### config.mk
export PLATFORM = sky130hd
export DESIGN_NAME = positional_pid_clamped
export DESIGN_NICKNAME = d
export VERILOG_FILES = /design/src/hdl/ppc_pkg.sv /design/src/hdl/positional_pid_clamped.sv /design/src/hdl/ppc_err_stage.sv /design/src/hdl/ppc_term_stage.sv /design/src/hdl/ppc_out_stage.sv
export SDC_FILE = /design/constraint.sdc
export NUM_CORES = 2
export LEC_CHECK = 0
export BUFFER_PORTS_ARGS = -buffer_cell sky130_fd_sc_hd__buf_2
export CORE_ASPECT_RATIO = 1.1
export CORE_MARGIN = 5
export CORE_UTILIZATION = 29
export CTS_CLUSTER_DIAMETER = 60
export DETAILED_ROUTE_END_ITERATION = 6
export GPL_TIMING_DRIVEN = 0
export PLACE_DENSITY = 0.47
export SETUP_SLACK_MARGIN = 0.02
export SYNTH_ARGS = -nofsm -noshare
export SYNTH_HDL_FRONTEND = slang
export SYNTH_SLANG_ARGS = --single-unit
### constraint.sdc
create_clock -name clk -period 9.6 [get_ports clk]
set_input_delay 0.96 -clock clk [delete_from_list [all_inputs] [get_ports clk]]
set_output_delay 0.96 -clock clk [all_outputs]
set_load 0.05 [all_outputs]
### src/hdl/ppc_pkg.sv
// shared types, widths and codes for the positional pid controller
// no dependencies; imported by every module under hdl

package ppc_pkg;

  // fixed field widths
  localparam int SAMPLE_W  = 16;
  localparam int GAIN_FRAC = 8;
  localparam int REG_W     = 16;
  localparam int CFG_IDX_W = 3;
  localparam int ACT_W     = 2;

  // derived datapath widths
  localparam int ERR_W   = SAMPLE_W + 1;
  localparam int DERR_W  = SAMPLE_W + 2;
  localparam int SUMX_W  = ((REG_W > ERR_W) ? REG_W : ERR_W) + 2;
  localparam int PP_W    = REG_W + 1 + ERR_W;
  localparam int DP_W    = REG_W + 1 + DERR_W;
  localparam int IP_W    = 2 * REG_W;
  localparam int P_W     = PP_W - GAIN_FRAC;
  localparam int D_W     = DP_W - GAIN_FRAC;
  localparam int IS_W    = IP_W - GAIN_FRAC;
  localparam int TOT_W   = ((P_W > D_W) ? P_W : D_W) + 2;

  typedef enum logic [ACT_W-1:0] {
    ACT_COMPUTE   = 2'd0,
    ACT_CLEAR_ALL = 2'd1,
    ACT_CLEAR_SUM = 2'd2
  } action_t;

  typedef enum logic [CFG_IDX_W-1:0] {
    CFG_KP   = 3'd0,
    CFG_KI   = 3'd1,
    CFG_KD   = 3'd2,
    CFG_ILIM = 3'd3,
    CFG_OLIM = 3'd4
  } cfg_idx_t;

  typedef struct packed {
    logic [REG_W-1:0] kp;
    logic [REG_W-1:0] ki;
    logic [REG_W-1:0] kd;
    logic [REG_W-1:0] ilim;
    logic [REG_W-1:0] olim;
  } cfg_t;

  // error stage -> term stage
  typedef struct packed {
    logic signed [ERR_W-1:0]  err;
    logic        [REG_W-1:0]  sum;
    logic signed [DERR_W-1:0] derr;
  } err_stage_t;

  // term stage -> output stage
  typedef struct packed {
    logic signed [P_W-1:0] p;
    logic        [REG_W-1:0] i;
    logic signed [D_W-1:0] d;
  } term_stage_t;

endpackage

### src/hdl/positional_pid_clamped.sv
// top level of the positional pid controller: configuration registers and
// the three-stage pipeline; depends on ppc_pkg, ppc_err_stage,
// ppc_term_stage and ppc_out_stage

// usage
//   input channel (in_valid / in_stall): one transaction carries an action,
//   a target and a measured sample. compute transactions give one drive
//   value; clear-all and clear-sum transactions update state only and give
//   no result. the unused action code is accepted and ignored.
//   result channel (out_valid / out_stall): one drive value per compute
//   transaction, in order.
//   configuration: cfg_we writes cfg_wdata into the register at cfg_index
//   (kp, ki, kd, integral limit, output limit); other indexes are ignored.
//   write only while no transaction is in flight.
// timing
//   a compute transaction is registered in the front, middle and back stages
//   before it shows on out_valid; one transaction per cycle is sustained
//   while out_stall is low. the error sum and previous error close their
//   loop inside the front stage, which is what sets that rate; the gain
//   multipliers sit in the middle stage, the output clamp in the last.
// reset and stall
//   synchronous active-low reset clears the gains, limits, controller state
//   and all valid flags. a stalled result holds; bubbles ahead of it keep
//   filling, and in_stall rises only once every stage is occupied.

module positional_pid_clamped import ppc_pkg::*; (
  input  logic                 clk,
  input  logic                 rst_n,
  // input channel
  input  logic                 in_valid,
  output logic                 in_stall,
  input  logic [ACT_W-1:0]     in_action,
  input  logic [SAMPLE_W-1:0]  in_target,
  input  logic [SAMPLE_W-1:0]  in_measured,
  // result channel
  output logic                 out_valid,
  input  logic                 out_stall,
  output logic [REG_W-1:0]     out_drive,
  // configuration write port
  input  logic                 cfg_we,
  input  logic [CFG_IDX_W-1:0] cfg_index,
  input  logic [REG_W-1:0]     cfg_wdata
);

  cfg_t        cfg_r;

  logic        s1_ready;
  logic        s1_valid;
  err_stage_t  s1_data;
  logic        s2_ready;
  logic        s2_valid;
  term_stage_t s2_data;
  logic        s3_ready;

  // configuration registers, reset to zero
  always_ff @(posedge clk) begin
    if (!rst_n) begin
      cfg_r <= '0;
    end else if (cfg_we) begin
      case (cfg_index)
        CFG_KP:   cfg_r.kp   <= cfg_wdata;
        CFG_KI:   cfg_r.ki   <= cfg_wdata;
        CFG_KD:   cfg_r.kd   <= cfg_wdata;
        CFG_ILIM: cfg_r.ilim <= cfg_wdata;
        CFG_OLIM: cfg_r.olim <= cfg_wdata;
        default: begin
        end
      endcase
    end
  end

  // front: error, clamped sum, delta, state update
  ppc_err_stage u_err (
    .clk         (clk),
    .rst_n       (rst_n),
    .in_valid    (in_valid),
    .in_action   (in_action),
    .in_target   (in_target),
    .in_measured (in_measured),
    .ilim        (cfg_r.ilim),
    .ready_i     (s2_ready),
    .ready_o     (s1_ready),
    .valid_o     (s1_valid),
    .data_o      (s1_data)
  );

  // middle: three gain products
  ppc_term_stage u_term (
    .clk     (clk),
    .rst_n   (rst_n),
    .valid_i (s1_valid),
    .data_i  (s1_data),
    .cfg     (cfg_r),
    .ready_i (s3_ready),
    .ready_o (s2_ready),
    .valid_o (s2_valid),
    .data_o  (s2_data)
  );

  // back: sum, clamp, result register
  ppc_out_stage u_out (
    .clk       (clk),
    .rst_n     (rst_n),
    .valid_i   (s2_valid),
    .data_i    (s2_data),
    .olim      (cfg_r.olim),
    .out_stall (out_stall),
    .ready_o   (s3_ready),
    .out_valid (out_valid),
    .out_drive (out_drive)
  );

  assign in_stall = !s1_ready;

  // non-compute transactions never enter the term pipeline
  a_no_result: assert property (@(posedge clk) disable iff (!rst_n)
    (in_valid && !in_stall && in_action != ACT_COMPUTE) |=> !s1_valid)
    else $error("state-only transaction produced a pipeline entry");

endmodule

### src/hdl/ppc_err_stage.sv
// front stage: error, clamped error sum, error delta and controller state
// depends on ppc_pkg

module ppc_err_stage import ppc_pkg::*; (
  input  logic                clk,
  input  logic                rst_n,
  input  logic                in_valid,
  input  logic [ACT_W-1:0]    in_action,
  input  logic [SAMPLE_W-1:0] in_target,
  input  logic [SAMPLE_W-1:0] in_measured,
  input  logic [REG_W-1:0]    ilim,
  input  logic                ready_i,
  output logic                ready_o,
  output logic                valid_o,
  output err_stage_t          data_o
);

  logic                     s1_valid_r;
  err_stage_t               s1_data_r;
  logic signed [ERR_W-1:0]  prev_err_r;
  logic        [REG_W-1:0]  error_sum_r;

  logic                     accept;
  logic signed [ERR_W-1:0]  err;
  logic signed [SUMX_W-1:0] sum_raw;
  logic signed [SUMX_W-1:0] sum_top;
  logic signed [SUMX_W-1:0] lim_x;
  logic        [REG_W-1:0]  sum_new;
  logic signed [DERR_W-1:0] derr;

  assign ready_o = !s1_valid_r || ready_i;
  assign accept  = in_valid && ready_o;

  always_comb begin
    err     = $signed(ERR_W'($signed(in_target))) - $signed(ERR_W'($signed(in_measured)));
    lim_x   = $signed(SUMX_W'(ilim));
    sum_raw = $signed(SUMX_W'(error_sum_r)) + $signed(SUMX_W'(err));
    // upper clamp first, then floor at zero
    sum_top = (sum_raw >= lim_x) ? lim_x : sum_raw;
    if (sum_top <= $signed(SUMX_W'(0))) begin
      sum_new = '0;
    end else begin
      sum_new = sum_top[REG_W-1:0];
    end
    derr = $signed(DERR_W'(err)) - $signed(DERR_W'(prev_err_r));
  end

  always_ff @(posedge clk) begin
    if (!rst_n) begin
      s1_valid_r  <= 1'b0;
      prev_err_r  <= '0;
      error_sum_r <= '0;
    end else begin
      if (ready_o) begin
        s1_valid_r <= accept && (in_action == ACT_COMPUTE);
      end
      if (accept) begin
        case (in_action)
          ACT_COMPUTE: begin
            error_sum_r <= sum_new;
            prev_err_r  <= err;
          end
          ACT_CLEAR_ALL: begin
            error_sum_r <= '0;
            prev_err_r  <= '0;
          end
          ACT_CLEAR_SUM: begin
            error_sum_r <= '0;
          end
          default: begin
          end
        endcase
      end
    end
  end

  always_ff @(posedge clk) begin
    if (accept && (in_action == ACT_COMPUTE)) begin
      s1_data_r.err  <= err;
      s1_data_r.sum  <= sum_new;
      s1_data_r.derr <= derr;
    end
  end

  assign valid_o = s1_valid_r;
  assign data_o  = s1_data_r;

  a_clear_all: assert property (@(posedge clk) disable iff (!rst_n)
    (accept && in_action == ACT_CLEAR_ALL) |=> (error_sum_r == '0 && prev_err_r == '0))
    else $error("clear-all transaction left controller state nonzero");

  a_clear_sum: assert property (@(posedge clk) disable iff (!rst_n)
    (accept && in_action == ACT_CLEAR_SUM) |=> (error_sum_r == '0 && $stable(prev_err_r)))
    else $error("clear-sum transaction mishandled controller state");

  a_compute_sum: assert property (@(posedge clk) disable iff (!rst_n)
    (accept && in_action == ACT_COMPUTE) |=> (error_sum_r == s1_data_r.sum && s1_valid_r))
    else $error("stored error sum differs from forwarded sum");

endmodule

### src/hdl/ppc_term_stage.sv
// middle stage: gain products, fixed-point floor shift, integral term clamp
// depends on ppc_pkg

module ppc_term_stage import ppc_pkg::*; (
  input  logic        clk,
  input  logic        rst_n,
  input  logic        valid_i,
  input  err_stage_t  data_i,
  input  cfg_t        cfg,
  input  logic        ready_i,
  output logic        ready_o,
  output logic        valid_o,
  output term_stage_t data_o
);

  logic                   s2_valid_r;
  term_stage_t            s2_data_r;

  logic signed [PP_W-1:0] p_prod;
  logic signed [DP_W-1:0] d_prod;
  logic        [IP_W-1:0] i_prod;
  logic        [IS_W-1:0] i_shift;
  logic        [REG_W-1:0] i_clamp;

  assign ready_o = !s2_valid_r || ready_i;

  always_comb begin
    p_prod  = $signed({1'b0, cfg.kp}) * $signed(data_i.err);
    d_prod  = $signed({1'b0, cfg.kd}) * $signed(data_i.derr);
    i_prod  = cfg.ki * data_i.sum;
    i_shift = i_prod[IP_W-1:GAIN_FRAC];
    // product is never negative, so only the upper bound can bite
    if (i_shift > IS_W'(cfg.ilim)) begin
      i_clamp = cfg.ilim;
    end else begin
      i_clamp = i_shift[REG_W-1:0];
    end
  end

  always_ff @(posedge clk) begin
    if (!rst_n) begin
      s2_valid_r <= 1'b0;
    end else if (ready_o) begin
      s2_valid_r <= valid_i;
    end
  end

  // dropping the low bits of a two's complement product is a floor shift
  always_ff @(posedge clk) begin
    if (ready_o && valid_i) begin
      s2_data_r.p <= p_prod[PP_W-1:GAIN_FRAC];
      s2_data_r.i <= i_clamp;
      s2_data_r.d <= d_prod[DP_W-1:GAIN_FRAC];
    end
  end

  assign valid_o = s2_valid_r;
  assign data_o  = s2_data_r;

  a_advance: assert property (@(posedge clk) disable iff (!rst_n)
    (valid_i && ready_o) |=> s2_valid_r)
    else $error("term stage dropped a transaction");

  a_hold: assert property (@(posedge clk) disable iff (!rst_n)
    (s2_valid_r && !ready_i) |=> (s2_valid_r && $stable(s2_data_r)))
    else $error("term stage changed while blocked");

endmodule

### src/hdl/ppc_out_stage.sv
// last stage: sum of terms, output clamp and the result register
// depends on ppc_pkg

module ppc_out_stage import ppc_pkg::*; (
  input  logic             clk,
  input  logic             rst_n,
  input  logic             valid_i,
  input  term_stage_t      data_i,
  input  logic [REG_W-1:0] olim,
  input  logic             out_stall,
  output logic             ready_o,
  output logic             out_valid,
  output logic [REG_W-1:0] out_drive
);

  logic                    out_valid_r;
  logic [REG_W-1:0]        out_drive_r;
  logic signed [TOT_W-1:0] total;
  logic signed [TOT_W-1:0] olim_x;
  logic signed [TOT_W-1:0] total_top;
  logic [REG_W-1:0]        drive_nxt;

  assign ready_o = !out_valid_r || !out_stall;

  always_comb begin
    total = $signed(TOT_W'($signed(data_i.p)))
          + $signed(TOT_W'(data_i.i))
          + $signed(TOT_W'($signed(data_i.d)));
    olim_x    = $signed(TOT_W'(olim));
    total_top = (total > olim_x) ? olim_x : total;
    if (total_top <= $signed(TOT_W'(0))) begin
      drive_nxt = '0;
    end else begin
      drive_nxt = total_top[REG_W-1:0];
    end
  end

  always_ff @(posedge clk) begin
    if (!rst_n) begin
      out_valid_r <= 1'b0;
    end else if (ready_o) begin
      out_valid_r <= valid_i;
    end
  end

  always_ff @(posedge clk) begin
    if (ready_o && valid_i) begin
      out_drive_r <= drive_nxt;
    end
  end

  assign out_valid = out_valid_r;
  assign out_drive = out_drive_r;

endmodule

==> impl_metrics.ini <==
[sta]
max_freq_mhz = 109
finalCritPeriodShare_pct = 96.0
tns_ns = 0
fin_crit_ns = 9.21
fin_ws_ns = 0.388
whs_ns = 0.462
slew_headroom_pct = 21.1
drv_slew = 0
worst_pin_slew_ns = 1.17
rsz0062_at_grt = false
finalHoldViolations = 0
finalSetupViolCount = 0
fin_worst_skew_ns = 0.0266

[routing]
drt_iter0_drc = 1706
drc = 0
wire_per_inst_um = 19.6
vias = 30400
dr.pass1.iters = 7
postRouteAntennaNets = 0
wirelength_um = 129000
vias_per_cell = 4.62

[floorplanning]
dieHeight_um = 408
design.core.area_mm2 = 0.144
ios = 76
die_area_mm2 = 0.152
die_w_um = 372
initial_core_util_pct = 29.1
rows = 146

[placed_design]
preCtsSetupSlack_ns = 0.0332
place_hpwl_um = 109000
io_buffer_count = 75
gp_congestion = 0.862

[global_route]
grt_overflow = 0
grt_pass1_vias = 32600
gr-usage-all-layers_pct = 17.2
antenna_found_initial = 19
grt_pass1_wl_um = 200000
grt_max_degree = 33

[logic_synthesis]
synth.most_common_cell = inv_1
netlist_top_cells_count = inv_1, fa_1, nand2_1
netlist_top_cells_area = fa_1, ha_1, edfxtp_1, inv_1, nand2_1
synth_top_area_share_pct = 34.1
synth_edf_count = 136
ys_types = 76
synth_flop_cell = edfxtp_1
ys_seq_area_share_pct = 15.3
synth-async-reset-ratio_pct = 0
netlist_area_mm2 = 0.0419
synth_top_area_cell = fa_1
netlist_instances = 4513
ys_warn_count = 0
ys_ff_latch = 252
syn_area_per_cell_um2 = 9.28
syn_nets = 5732

[clock_network]
htreeDepth = 2
cts_tree = built
clockBufferDepth = 3
cts_sinks = 252
clock_tree.root_cell = clkbuf_16
clk_pin_slew_worst_paths_ns = 0.06
clock_latency_ns = 0.56
cts_inserted_buffers = 34

[job]
cap_viol_max_count = 0

[critical_path]
critPathArrivalTime_ns = 9.51
cp-end-kind = flop
critPathSlowestCell = fa_1
worst-path-max-fanout = 10
worst_setup_path_start_kind = flop
required_ns = 9.90
slowest_delay_ns = 0.56
crit_type = flop to flop
crit_top_cell = fa_1
rr_worst_depth = 31

[layout]
layout-drive-gt1-share_pct = 4.66
num-nets-final = 5850
syn2layout_area_growth_pct = 9.70

[run_status]
run_status = finished clean

[hold_path]
min_path_cells = 2
worstHoldPathType = flop to flop

[power_and_ir_drop]
power_density_mw_per_mm2 = 90.2
vdd_drop_max_uv = 116
power.leakage_nw = 21.1
[critical path: cells and delay by family, from the launching register on]
family,cells,cell delay [ns]
AOI/OAI and AO/OA,8,1.69
DFF,1,0.53
adders and majority gates,8,3.78
muxes,1,0.30
and+or+nand+nor,7,1.77
buffers and inverters,7,0.89
[metrics by stage]
stage	power, mW	cells	utilization (%)	area (µm²)
global route	4.41	6583	31.9	45900
global placement	2.89	6512	31.1	44600
floorplan	2.35	4513	-	41900
finish	4.14	6586	31.9	45900
detailed placement	2.90	6516	31.1	44700
CTS	4.19	6578	31.9	45800
[worst paths after layout]
check                  startpoint                   end  slack (ns)
min          u_err.error_sum_r[0]  u_err.error_sum_r[0]        0.46
max reg2reg      u_err.data_o[24]     u_term.data_o[39]        0.39
max              u_err.data_o[24]     u_term.data_o[39]        0.39
min reg2reg  u_err.error_sum_r[0]  u_err.error_sum_r[0]        0.46
[state kept, by name, indices dropped and copies added, names as in the netlist]
| signal | count |
|---|---|
| u_err.valid_o | 1 |
| u_out.out_valid | 1 |
| u_out.out_drive | 16 |
| u_err.prev_err_r | 17 |
| u_err.error_sum_r | 16 |
| cfg_r | 80 |
| u_term.data_o | 69 |
| u_term.valid_o | 1 |
| u_err.data_o | 51 |
[final cells by class]
cell class | count | area [µm²]
Fill cell | 15200 | 97800
Clock inverter | 23 | 209
Clock buffer | 39 | 891
Timing Repair Buffer | 83 | 477
Antenna cell | 5 | 12.5
Buffer | 159 | 658
Inverter | 893 | 3350
Tap cell | 1924 | 2410
Sequential cell | 252 | 6410
Multi-Input combinational cell | 3208 | 31500
[metal layers]
| metal | wire [µm] | part of all wire (%) | track usage (%) | vias up |
|---|---|---|---|---|
| met3 | 5230 | 4.1 | 1.96 | 118 |
| li1 | - | - | - | 14300 |
| met4 | 2780 | 2.2 | 3.38 | 2 |
| met2 | 63200 | 49 | 29.7 | 526 |
| met5 | 13 | 0.010 | 0 | - |
| met1 | 57700 | 45 | 23.4 | 15500 |
[power breakdown]
part | internal (mW) | switching [mW] | total (mW)
Combinational | 0.606 | 0.982 | 1.59
Clock | 0.734 | 0.534 | 1.27
Sequential | 1.21 | 0.0734 | 1.29
[kinds of logic after synthesis]
family	after synthesis	share of synthesized area [%]
simple gates	1382	15.7
fa+ha+maj	1161	47.5
buf+inv	1053	9.51
compound gates	479	7.83
flops	252	15.3
xor+xnor	127	2.66
mux	59	1.49
[what timing repair did]
item | 4_1_cts | 5_1_grt
hold buffers | 0 | 0
setup buffers | 0 | 4
endpoints found under the setup margin | 0 | 16
resized for setup | 0 | 64
[cell usage in the layout, fill, tap and decap left out, types with 102 or more instances in the layout]
master    count
inv_1       892
fa_1        712
nand2_1     705
ha_1        449
and2_1      355
edfxtp_1    136
clkbuf_1    127
dfxtp_1     115
nor2_1      104
a21oi_1     102
Power figures use the tool's default switching activity.
